$ cat config.mk
export PLATFORM = sky130hd
export DESIGN_NAME = pipe_pool_ring_fifo
export DESIGN_NICKNAME = d
export VERILOG_FILES = /design/src/ppr_pkg.sv /design/src/ppr_store.sv /design/src/ppr_ctrl.sv /design/src/pipe_pool_ring_fifo.sv
export SDC_FILE = /design/constraint.sdc
export NUM_CORES = 1
export LEC_CHECK = 0
export BUFFER_PORTS_ARGS = -buffer_cell sky130_fd_sc_hd__buf_2
export CAP_MARGIN = 20
export CORE_UTILIZATION = 60
export DETAILED_ROUTE_END_ITERATION = 16
export PLACE_DENSITY = 0.76
export SLEW_MARGIN = 20
export SYNTH_ARGS = -nofsm -noshare
export SYNTH_HDL_FRONTEND = slang
export SYNTH_HIERARCHICAL = 1
export SYNTH_SLANG_ARGS = --single-unit
$ cat constraint.sdc
create_clock -name i_clk -period 7.3 [get_ports i_clk]
set_clock_uncertainty 0.2 [all_clocks]
set_input_delay 1.46 -clock i_clk [delete_from_list [all_inputs] [get_ports i_clk]]
set_output_delay 1.46 -clock i_clk [all_outputs]
set_load 0.005 [all_outputs]
$ cat src/ppr_pkg.sv
// ----------------------------------------------------------------------------
// ppr_pkg
// Shared types and codes for the pipe pool: operation codes, result status
// codes and the result record passed from control to the output stage.
// ----------------------------------------------------------------------------
`default_nettype none

package ppr_pkg;

    typedef enum logic [2:0] {
        MODE_ALLOC    = 3'd0,
        MODE_WRITE    = 3'd1,
        MODE_READ     = 3'd2,
        MODE_CLOSE_RD = 3'd3,
        MODE_CLOSE_WR = 3'd4
    } t_mode;

    typedef enum logic [2:0] {
        ST_OK     = 3'd0,
        ST_NOFREE = 3'd1,
        ST_FULL   = 3'd2,
        ST_EMPTY  = 3'd3,
        ST_EOD    = 3'd4,
        ST_BROKEN = 3'd5,
        ST_BAD    = 3'd6
    } t_status;

    typedef struct packed {
        t_status    status;
        logic [1:0] number;
        logic [4:0] fill;
        logic       rd_hit;
    } t_result;

endpackage

`default_nettype wire

$ cat src/ppr_store.sv
// ----------------------------------------------------------------------------
// ppr_store
// Byte storage for all pipes: one write port, one read port with registered
// read data.
// ----------------------------------------------------------------------------
`default_nettype none

module ppr_store #(
    parameter int DEPTH  = 64,
    parameter int ADDR_W = 6
) (
    input  wire logic              i_clk,
    input  wire logic              i_wr_en,
    input  wire logic [ADDR_W-1:0] i_wr_addr,
    input  wire logic [7:0]        i_wr_data,
    input  wire logic              i_rd_en,
    input  wire logic [ADDR_W-1:0] i_rd_addr,
    output logic      [7:0]        o_rd_data
);

    logic [7:0] r_mem [DEPTH];
    logic [7:0] r_q;

    always_ff @(posedge i_clk) begin
        if (i_wr_en) begin
            r_mem[i_wr_addr] <= i_wr_data;
        end
    end

    always_ff @(posedge i_clk) begin
        if (i_rd_en) begin
            r_q <= r_mem[i_rd_addr];
        end
    end

    assign o_rd_data = r_q;

endmodule

`default_nettype wire

$ cat src/ppr_ctrl.sv
// ----------------------------------------------------------------------------
// ppr_ctrl
// Per-pipe bookkeeping (head, tail, fill, in-use and end flags), the
// decision for one item, and the storage addresses it needs.
// ----------------------------------------------------------------------------
`default_nettype none

module ppr_ctrl #(
    parameter int PIPE_DEPTH = 16,
    parameter int PIPE_COUNT = 4,
    parameter int ADDR_W     = 6
) (
    input  wire logic                 i_clk,
    input  wire logic                 i_rst_n,
    input  wire logic                 i_go,
    input  wire logic [2:0]           i_mode,
    input  wire logic [1:0]           i_pipe_id,
    output ppr_pkg::t_result          o_res,
    output logic                      o_wr_en,
    output logic      [ADDR_W-1:0]    o_wr_addr,
    output logic                      o_rd_en,
    output logic      [ADDR_W-1:0]    o_rd_addr
);

    import ppr_pkg::*;

    localparam int IDX_W  = $clog2(PIPE_DEPTH);
    localparam int FILL_W = $clog2(PIPE_DEPTH + 1);
    localparam int PID_W  = (PIPE_COUNT > 1) ? $clog2(PIPE_COUNT) : 1;

    logic [IDX_W-1:0]  r_head   [PIPE_COUNT];
    logic [IDX_W-1:0]  r_tail   [PIPE_COUNT];
    logic [FILL_W-1:0] r_fill   [PIPE_COUNT];
    logic              r_in_use [PIPE_COUNT];
    logic              r_rd_open[PIPE_COUNT];
    logic              r_wr_open[PIPE_COUNT];

    logic              s_in_range;
    logic [PID_W-1:0]  s_p;
    logic              s_live;
    logic              s_rd_open;
    logic              s_wr_open;
    logic [IDX_W-1:0]  s_head;
    logic [IDX_W-1:0]  s_tail;
    logic [FILL_W-1:0] s_fill;
    logic [FILL_W-1:0] s_fill_new;
    logic              s_found;
    logic [PID_W-1:0]  s_free_idx;
    logic              s_do_alloc;
    logic              s_do_write;
    logic              s_do_read;
    logic              s_do_free;
    logic              s_clr_rd;
    logic              s_clr_wr;
    logic [ADDR_W-1:0] s_base;
    t_status           s_status;
    logic [1:0]        s_number;

    assign s_in_range = (32'(i_pipe_id) < PIPE_COUNT);
    assign s_p        = PID_W'(i_pipe_id);
    assign s_live     = s_in_range ? r_in_use[s_p]  : 1'b0;
    assign s_rd_open  = s_in_range ? r_rd_open[s_p] : 1'b0;
    assign s_wr_open  = s_in_range ? r_wr_open[s_p] : 1'b0;
    assign s_head     = s_in_range ? r_head[s_p]    : '0;
    assign s_tail     = s_in_range ? r_tail[s_p]    : '0;
    assign s_fill     = s_in_range ? r_fill[s_p]    : '0;

    // lowest free pipe
    always_comb begin
        s_found    = 1'b0;
        s_free_idx = '0;
        for (int i = PIPE_COUNT - 1; i >= 0; i--) begin
            if (!r_in_use[i]) begin
                s_found    = 1'b1;
                s_free_idx = PID_W'(i);
            end
        end
    end

    always_comb begin
        s_status   = ST_BAD;
        s_number   = i_pipe_id;
        s_do_alloc = 1'b0;
        s_do_write = 1'b0;
        s_do_read  = 1'b0;
        s_do_free  = 1'b0;
        s_clr_rd   = 1'b0;
        s_clr_wr   = 1'b0;
        unique case (t_mode'(i_mode))
            MODE_ALLOC: begin
                s_number = '0;
                if (s_found) begin
                    s_status   = ST_OK;
                    s_number   = 2'(s_free_idx);
                    s_do_alloc = 1'b1;
                end else begin
                    s_status = ST_NOFREE;
                end
            end
            MODE_WRITE: begin
                if (s_live && s_wr_open) begin
                    priority if (!s_rd_open) begin
                        s_status = ST_BROKEN;
                    end else if (s_fill >= FILL_W'(PIPE_DEPTH)) begin
                        s_status = ST_FULL;
                    end else begin
                        s_status   = ST_OK;
                        s_do_write = 1'b1;
                    end
                end
            end
            MODE_READ: begin
                if (s_live && s_rd_open) begin
                    priority if (s_fill != '0) begin
                        s_status  = ST_OK;
                        s_do_read = 1'b1;
                    end else if (s_wr_open) begin
                        s_status = ST_EMPTY;
                    end else begin
                        s_status  = ST_EOD;
                        s_do_free = 1'b1;
                    end
                end
            end
            MODE_CLOSE_RD: begin
                if (s_live && s_rd_open) begin
                    s_status  = ST_OK;
                    s_clr_rd  = s_wr_open;
                    s_do_free = !s_wr_open;
                end
            end
            MODE_CLOSE_WR: begin
                if (s_live && s_wr_open) begin
                    s_status  = ST_OK;
                    s_clr_wr  = s_rd_open;
                    s_do_free = !s_rd_open;
                end
            end
            default: begin
                s_status = ST_BAD;
            end
        endcase
    end

    always_comb begin
        priority if (s_do_alloc || s_do_free || !s_in_range
                     || t_mode'(i_mode) == MODE_ALLOC) begin
            s_fill_new = '0;
        end else if (s_do_write) begin
            s_fill_new = s_fill + FILL_W'(1);
        end else if (s_do_read) begin
            s_fill_new = s_fill - FILL_W'(1);
        end else begin
            s_fill_new = s_fill;
        end
    end

    assign o_res.status = s_status;
    assign o_res.number = s_number;
    assign o_res.fill   = 5'(s_fill_new);
    assign o_res.rd_hit = s_do_read;

    assign s_base    = ADDR_W'(s_p) * ADDR_W'(PIPE_DEPTH);
    assign o_wr_addr = s_base + ADDR_W'(s_head);
    assign o_rd_addr = s_base + ADDR_W'(s_tail);
    assign o_wr_en   = i_go && s_do_write;
    assign o_rd_en   = i_go && s_do_read;

    always_ff @(posedge i_clk) begin
        if (!i_rst_n) begin
            for (int i = 0; i < PIPE_COUNT; i++) begin
                r_head[i]    <= '0;
                r_tail[i]    <= '0;
                r_fill[i]    <= '0;
                r_in_use[i]  <= 1'b0;
                r_rd_open[i] <= 1'b0;
                r_wr_open[i] <= 1'b0;
            end
        end else if (i_go) begin
            if (s_do_alloc) begin
                r_head[s_free_idx]    <= '0;
                r_tail[s_free_idx]    <= '0;
                r_fill[s_free_idx]    <= '0;
                r_in_use[s_free_idx]  <= 1'b1;
                r_rd_open[s_free_idx] <= 1'b1;
                r_wr_open[s_free_idx] <= 1'b1;
            end
            if (s_do_write) begin
                r_head[s_p] <= (s_head == IDX_W'(PIPE_DEPTH - 1)) ? '0 : s_head + IDX_W'(1);
                r_fill[s_p] <= s_fill_new;
            end
            if (s_do_read) begin
                r_tail[s_p] <= (s_tail == IDX_W'(PIPE_DEPTH - 1)) ? '0 : s_tail + IDX_W'(1);
                r_fill[s_p] <= s_fill_new;
            end
            if (s_clr_rd) begin
                r_rd_open[s_p] <= 1'b0;
            end
            if (s_clr_wr) begin
                r_wr_open[s_p] <= 1'b0;
            end
            if (s_do_free) begin
                r_head[s_p]    <= '0;
                r_tail[s_p]    <= '0;
                r_fill[s_p]    <= '0;
                r_in_use[s_p]  <= 1'b0;
                r_rd_open[s_p] <= 1'b0;
                r_wr_open[s_p] <= 1'b0;
            end
        end
    end

endmodule

`default_nettype wire

$ cat src/pipe_pool_ring_fifo.sv
// ----------------------------------------------------------------------------
// pipe_pool_ring_fifo
// Pool of byte pipes, each a ring buffer with end flags. One operation per
// item (allocate, write, read, close either end), one result item back.
//
//   channel | direction | handshake                 | payload
//   in      | to block  | i_in_valid / o_in_stall   | i_mode, i_pipe_id, i_write_byte
//   out     | from it   | o_out_valid / i_out_stall | o_status, o_pipe_number,
//           |           |                           | o_read_byte, o_fill_level
//
// An accepted item passes the input register, then the decision and storage
// access, then the result register with the registered read. One item per
// cycle sustained while the output is not stalled; the result register frees
// the input side. A stall on the output holds both registers; synchronous
// reset clears the pipe state and both valids, the byte storage is not cleared.
// ----------------------------------------------------------------------------
`default_nettype none

module pipe_pool_ring_fifo #(
    parameter int PIPE_DEPTH = 16,
    parameter int PIPE_COUNT = 4
) (
    input  wire logic       i_clk,
    input  wire logic       i_rst_n,
    input  wire logic       i_in_valid,
    output logic            o_in_stall,
    input  wire logic [2:0] i_mode,
    input  wire logic [1:0] i_pipe_id,
    input  wire logic [7:0] i_write_byte,
    output logic            o_out_valid,
    input  wire logic       i_out_stall,
    output logic      [2:0] o_status,
    output logic      [1:0] o_pipe_number,
    output logic      [7:0] o_read_byte,
    output logic      [4:0] o_fill_level
);

    import ppr_pkg::*;

    localparam int STORE_D = PIPE_COUNT * PIPE_DEPTH;
    localparam int ADDR_W  = $clog2(STORE_D);

    logic              r_in_valid;
    logic [2:0]        r_mode;
    logic [1:0]        r_pipe_id;
    logic [7:0]        r_wbyte;
    logic              r_out_valid;
    t_result           r_res;
    logic              s_go;
    t_result           s_res;
    logic              s_wr_en;
    logic [ADDR_W-1:0] s_wr_addr;
    logic              s_rd_en;
    logic [ADDR_W-1:0] s_rd_addr;
    logic [7:0]        s_rd_data;

    assign s_go       = r_in_valid && (!r_out_valid || !i_out_stall);
    assign o_in_stall = r_in_valid && !s_go;

    always_ff @(posedge i_clk) begin
        if (!i_rst_n) begin
            r_in_valid <= 1'b0;
        end else if (!o_in_stall) begin
            r_in_valid <= i_in_valid;
        end
    end

    always_ff @(posedge i_clk) begin
        if (i_in_valid && !o_in_stall) begin
            r_mode    <= i_mode;
            r_pipe_id <= i_pipe_id;
            r_wbyte   <= i_write_byte;
        end
    end

    ppr_ctrl #(
        .PIPE_DEPTH (PIPE_DEPTH),
        .PIPE_COUNT (PIPE_COUNT),
        .ADDR_W     (ADDR_W)
    ) u_ctrl (
        .i_clk     (i_clk),
        .i_rst_n   (i_rst_n),
        .i_go      (s_go),
        .i_mode    (r_mode),
        .i_pipe_id (r_pipe_id),
        .o_res     (s_res),
        .o_wr_en   (s_wr_en),
        .o_wr_addr (s_wr_addr),
        .o_rd_en   (s_rd_en),
        .o_rd_addr (s_rd_addr)
    );

    ppr_store #(
        .DEPTH  (STORE_D),
        .ADDR_W (ADDR_W)
    ) u_store (
        .i_clk     (i_clk),
        .i_wr_en   (s_wr_en),
        .i_wr_addr (s_wr_addr),
        .i_wr_data (r_wbyte),
        .i_rd_en   (s_rd_en),
        .i_rd_addr (s_rd_addr),
        .o_rd_data (s_rd_data)
    );

    always_ff @(posedge i_clk) begin
        if (!i_rst_n) begin
            r_out_valid <= 1'b0;
        end else if (!r_out_valid || !i_out_stall) begin
            r_out_valid <= r_in_valid;
        end
    end

    always_ff @(posedge i_clk) begin
        if (s_go) begin
            r_res <= s_res;
        end
    end

    assign o_out_valid   = r_out_valid;
    assign o_status      = r_res.status;
    assign o_pipe_number = r_res.number;
    assign o_fill_level  = r_res.fill;
    assign o_read_byte   = r_res.rd_hit ? s_rd_data : 8'd0;

`ifndef ASSERT_OFF
    a_go_gives_result: assert property (@(posedge i_clk) disable iff (!i_rst_n)
        s_go |=> o_out_valid)
        else $error("accepted item produced no result");

    a_held_result_kept: assert property (@(posedge i_clk) disable iff (!i_rst_n)
        (r_out_valid && i_out_stall) |=> (r_out_valid && $stable(r_res)))
        else $error("stalled result lost or changed");

    a_byte_only_on_ok: assert property (@(posedge i_clk) disable iff (!i_rst_n)
        (o_out_valid && r_res.rd_hit) |-> (o_status == ST_OK))
        else $error("read byte on a failed operation");

    a_nofree_zero: assert property (@(posedge i_clk) disable iff (!i_rst_n)
        (o_out_valid && o_status == ST_NOFREE)
            |-> (o_pipe_number == 2'd0 && o_fill_level == 5'd0))
        else $error("no-free result carries a pipe or fill");
`endif

endmodule

`default_nettype wire

# --- Yosys cells after proc, flatten, opt, wreduce, memory -nomap -nowiden ---
# Memories as Yosys holds them, arrays and structs flattened. A register that Yosys moved wholly into a read port is not among the register bits.
# Cells that the tools add are included.
op_classes:
  n_addsub: 6
  magnitude_cmp: 1
  eq_ne: 6
  mux: 120
  bitwise_logic: 6
  n_reduce_logical: 30
op_table:
  columns: ["operator", "n"]
  rows:
  - ["1-bit 2-to-1 mux", 70]
  - ["2-bit 2-to-1 mux", 25]
  - ["5-bit 2-to-1 mux", 7]
  - ["4-bit 2-to-1 mux", 8]
  - ["3-bit 2-to-1 mux", 7]
  - ["4-bit OR reduction", 4]
  - ["3-bit case mux with 5 select lines", 1]
  - ["6-bit by 4-bit adder with 6-bit output", 2]
  - ["5-bit OR reduction", 2]
  - ["4-bit by 1-bit adder with 4-bit output, second input constant", 2]
  - ["4-bit == test, second input constant", 2]
  - ["8-bit 2-to-1 mux", 1]
  - ["1-bit logical AND", 7]
  - ["3-bit by 2-bit == test with 1-bit output, second input constant", 2]
  - ["1-bit zero test", 6]
  - ["1-bit bitwise OR", 6]
  - ["1-bit OR reduction", 6]
  - ["5-bit by 1-bit adder with 5-bit output, second input constant", 1]
  - ["5-bit greater-or-equal comparator, second input constant", 1]
  - ["5-bit nonzero test", 1]
  - ["5-bit by 1-bit subtractor with 5-bit output, second input constant", 1]
  - ["3-bit by 1-bit == test with 1-bit output, second input constant", 1]
  - ["3-bit == test, second input constant", 1]
  - ["3-bit zero test", 1]
  - ["other kinds (2)", 4]
totals:
  reg_bits: 26
  ramBits: 576
  inputBits: 17
  output_inout_bits: 20
  word_cells: 185
  memories: 7
mem_list:
  columns: ["memory", "words", "word_bits", "rd", "rd_clocked_by_memory_dff", "wr", "line_no", "rtl"]
  rows:
  - ["u_store.r_mem", 64, 8, 1, 1, 1, "ppr_store.sv:21", "logic [7:0] r_mem [DEPTH];"]
  - ["u_ctrl.r_fill", 4, 5, 1, 1, 4, "ppr_ctrl.sv:33", "logic [FILL_W-1:0] r_fill [PIPE_COUNT];"]
  - ["u_ctrl.r_head", 4, 4, 1, 1, 4, "ppr_ctrl.sv:31", "logic [IDX_W-1:0] r_head [PIPE_COUNT];"]
  - ["u_ctrl.r_tail", 4, 4, 1, 1, 4, "ppr_ctrl.sv:32", "logic [IDX_W-1:0] r_tail [PIPE_COUNT];"]
  - ["u_ctrl.r_in_use", 4, 1, 5, 1, 4, "ppr_ctrl.sv:34", "logic r_in_use [PIPE_COUNT];"]
  - ["u_ctrl.r_rd_open", 4, 1, 1, 1, 4, "ppr_ctrl.sv:35", "logic r_rd_open[PIPE_COUNT];"]
  - ["1 more memories", null, null, null, null, null, null, null]

# --- Depth between registers and ports, before layout ---
# An unclocked memory read counts as a cell.
depth:
  ltp_word: 14
  mapped_depth: 12

# --- By module ---
# Netlist, hierarchy kept.
modules_own_cells:
  columns: ["module", "n_inst", "cells_each", "area_each_um2", "seq_area_each_um2"]
  rows:
  - ["ppr_store", 1, 940, 20246.9, 15615.0]
  - ["ppr_ctrl", 1, 365, 3901.2, 1831.8]
  - ["pipe_pool_ring_fifo", 1, 50, 929.6, 760.7]

# --- Least setup slack after synthesis ---
# No wires, ideal clock.
synth_path:
  path_kind: "input -> register"
  startpoint: "input i_out_stall"
  endpoint: "memory u_ctrl/r_fill[1][0] (netlist bit) (enable)"
  setup_time_ns: 0.357
  arrival_ns: 4.065
  required_ns: 6.743
  path_slack_ns: 2.678
  path_stages: 8
  n_path_buf: 2
  cell_sequence: "a21boi_0 > and3_1 > clkbuf_1 > and4_1 > buf_2 > o21bai_4 > nor2_4 > o211ai_1"
synth_rtl:
  columns: ["element", "line_no", "rtl"]
  rows:
  - ["start, declared", "pipe_pool_ring_fifo.sv:31", "input wire logic i_out_stall,"]
  - ["end, declared", "ppr_ctrl.sv:33", null]

# --- Worst setup path after layout ---
layout_path:
  startpoint: "register r_pipe_id[0]"
  endpoint: "register u_store.r_q[1], in the netlist u_store/o_rd_data[1], read port of u_store.r_mem (data pin)"
layout_via:
  elab_chain_len: 1
layout_lines:
  columns: ["element", "line_no", "rtl"]
  rows:
  - ["start, declared", "pipe_pool_ring_fifo.sv:45", "logic [1:0] r_pipe_id;"]
  - ["start signal, assigned", "pipe_pool_ring_fifo.sv:71", "r_pipe_id <= i_pipe_id;"]
  - ["6-bit by 4-bit adder with 6-bit output", "ppr_ctrl.sv:165", "assign o_rd_addr = s_base + ADDR_W'(s_tail);"]
  - ["end, declared", "ppr_store.sv:22", "logic [7:0] r_q;"]
# Every way passes these cells.
# A chain may end at the register's enable or synchronous reset.

==> flow_summary.yaml <==
setup_path:
  cpPeakStageDelay_ps: 1120
  critical_path_class: "register to register"
  reg2reg_from: "r_pipe_id[0]$_DFFE_PP_"
  startpoint_type: "register"
  required_ps: 7460
  cp_num_buf_inv: 3
  path_cells: "buf_4, buf_4, mux4_4, buf_4, mux4_2, mux2_2, a221oi_1, o2bb2ai_1"
  slowest_stage: "mux4_4"
  path_delay_family: "multiplexers"
  reg2reg_to: "u_store/o_rd_data[1]$_DFFE_PP_"
  worst_r2r_path_depth: 8
  worstSetupEndpointType: "register"
  cp_max_fo: 58
  cp_common_cell: "buf_4"
  reg2reg_slack_ps: 2540
  worstPathArrival_ps: 4930
timing:
  setup_viol: 0
  hold_viol_final: 0
  max_freq_ghz: 0.2099
  worstMarginPinSlew_ps: 1027
  whs_ps: 287.5
  period_share_pct: 65.25
  rsz0062_at_grt: "no"
  totalNegativeSetupSlack_ps: 0
  period_minus_slack_ps: 4763
  relSlewSlack_pct: 31.55
  slew_violations: 0
  setup_slack_ps: 2537
clock_tree:
  cts_tree: "built"
  cts_buffer_depth: 3
  cts_resized: 0
  clk_latency_ps: 630
  cts_hold_buf: 0
  ctsRootBufferMaster: "clkbuf_16"
  post-cts-setup-buffers: 0
  clk_pin_slew_ps: 60
  htree_levels: 2
  cts_buffers: 57
  cts_sinks: 610
placement:
  dp_slack_ps: 2559
  portBuffers: 36
  gp_congestion: 0.8879
  dp_hpwl_um: 32540
synthesis:
  synth_top_area_cell: "edfxtp_1"
  synth_flop_cell: "edfxtp_1"
  yosysTopAreaCellShare_pct: 71.73
  async_flop_share_pct: 0
  synth_area_leaders: "edfxtp_1 72%, mux4_2 12%, nor2_1 2.0%"
  synth.distinct_cells: 76
  yosys_warnings: 6
  syn-num-nets: 1376
  synth_cells: 1355
  synth_common_cells: "599 x edfxtp_1, 136 x nor2_1, 134 x mux4_2"
  synth_seq_cells: 610
  yosys.cell_count.top_type: "edfxtp_1"
  synth_seq_area_share_pct: 72.60
  synth_edf_count: 599
  syn_area_sq_um: 25080
  syn_area_per_cell_sq_um: 18.51
die:
  core_sq_um: 41020
  dieArea_sq_um: 42620
  die_x_um: 206.4
  die_h_um: 206.4
  start_util_pct: 61.14
  rows: 74
  ioPinCount: 37
routing:
  totalWireLength_um: 53250
  drt_iter0_markers: 1579
  routed_via_density: 6.590
  antenna_left: 0
  dr.pass1.iters: 13
  wl_per_cell_um: 27.07
  vias: 12960
  drcViolationCount: 2
worst_hold_path:
  holdCritStartpoint: "u_ctrl/r_rd_open[2]$_DFF_P_"
  holdPathStages: 2
  holdCritPathClass: "register to register"
  hold_path_end: "u_ctrl/r_rd_open[2]$_DFF_P_"
final_layout:
  layout-drive-gt1-share_pct: 21.76
  nets: 1406
  areaGrowthSynthToFinish_pct: 9.135
global_routing:
  grt_start_max_net_pins: 68
  grt_antenna_before_repair: 0
  grt_pass1_vias: 12730
  grt_overflow: 0
  grtUsageTotal_pct: 25.94
  grt_pass1_wl_um: 79240
run_status:
  violations: "design-rule violations"
  status: "complete, but fails checks"
pwr:
  powerDensity_nw_per_um2: 264.3
  power_leakage_nw: 8.719
  vdd_drop_max_v: 0.0001891
flow_run:
  cap_violations: 0
-- where the power goes --
part	switching [mW]	internal [mW]	total (mW)
registers	0.00923	3.87	3.88
clock network	1.26	1.61	2.88
logic	0.290	0.190	0.480
total	1.56	5.67	7.23
-- metal layers --
| layer | part of all wire [%] | GRT usage (%) | vias up |
|---|---|---|---|
| li1 | - | - | 5528 |
| met1 | 39 | 35.42 | 6626 |
| met2 | 49 | 41.71 | 664 |
| met3 | 7.8 | 4.462 | 144 |
| met4 | 4.1 | 10.95 | 0 |
| met5 | 0 | 0 | - |
-- worst reg2reg max path: stages (launching register included) --
cell	delay, ps
edfxtp_1	460
buf_4	540
buf_4	470
mux4_4	1120
buf_4	460
mux4_2	340
mux2_2	270
a221oi_1	510
o2bb2ai_1	140
-- registers in the layout (all words and copies together), names as in the netlist, 4 cells and up --
name	cells
o_fill_level	5
r_wbyte	8
u_ctrl/r_fill	20
u_ctrl/r_head	16
u_ctrl/r_in_use	4
u_ctrl/r_rd_open	4
u_ctrl/r_tail	16
u_ctrl/r_wr_open	4
u_store/o_rd_data	8
u_store/r_mem	512
-- area by class of cell --
type	instances	area [sq um]
timing repair buffer	56	342.8
antenna	1	2.502
fill	2589	13650
multi-input combinational	643	6275
inverter	17	66.31
sequential	610	18210
clock inverter	39	337.8
tap	532	665.6
clock buffer	69	1471
-- placed cells by master, fill, tap and decap left out, types with 15 or more instances in the layout --
cell type  instances
mux2i_1           23
nor2_1           136
mux2_2            15
edfxtp_1         599
nand2_1           53
clkinv_1          16
a21oi_1           18
o21ai_0           16
nand3_1           22
clkbuf_16         57
mux4_2           133
buf_4             19
nor2b_1           18
and2_1            22
inv_1             16
buf_2             36
-- worst max-delay path by stage --
stage,from,slack [ps],endpoint,depth (start not counted)
5_1_grt,r_pipe_id[0]$_DFFE_PP_,2370,u_store/o_rd_data[1]$_DFFE_PP_,8
4_1_cts,r_pipe_id[0]$_DFFE_PP_,2550,u_store/o_rd_data[1]$_DFFE_PP_,8
3_3_place_gp,r_pipe_id[0]$_DFFE_PP_,2620,u_store/o_rd_data[1]$_DFFE_PP_,8
2_1_floorplan,i_out_stall,2680,u_ctrl/r_fill[1][0]$_SDFFCE_PN0P_,8
3_5_place_dp,r_pipe_id[0]$_DFFE_PP_,2560,u_store/o_rd_data[1]$_DFFE_PP_,8
6_report,r_pipe_id[0]$_DFFE_PP_,2540,u_store/o_rd_data[1]$_DFFE_PP_,8
-- stage by stage --
stage | std cells | instance area (sq um) | power, mW | util (%)
5_1_grt | 1966 | 27370 | 7.432 | 66.72
2_1_floorplan | 1355 | 25080 | 4.310 | -
4_1_cts | 1966 | 27360 | 7.264 | 66.71
6_report | 1967 | 27370 | 7.232 | 66.73
3_5_place_dp | 1858 | 25550 | 4.429 | 62.30
3_3_place_gp | 1858 | 25550 | 4.421 | 62.30
-- logic make-up after synthesis --
group                      count (synthesis)  synth area share, %
AOI/OAI and AO/OA                        139                4.181
DFF                                      610                72.60
adders and majority gates                  4               0.1996
buffers and inverters                    102                2.400
and+or+nand+nor                          316                6.027
muxes                                    180                14.42
xor gates and xnor gates                   4               0.1697
Power figures use the tool's default switching activity.
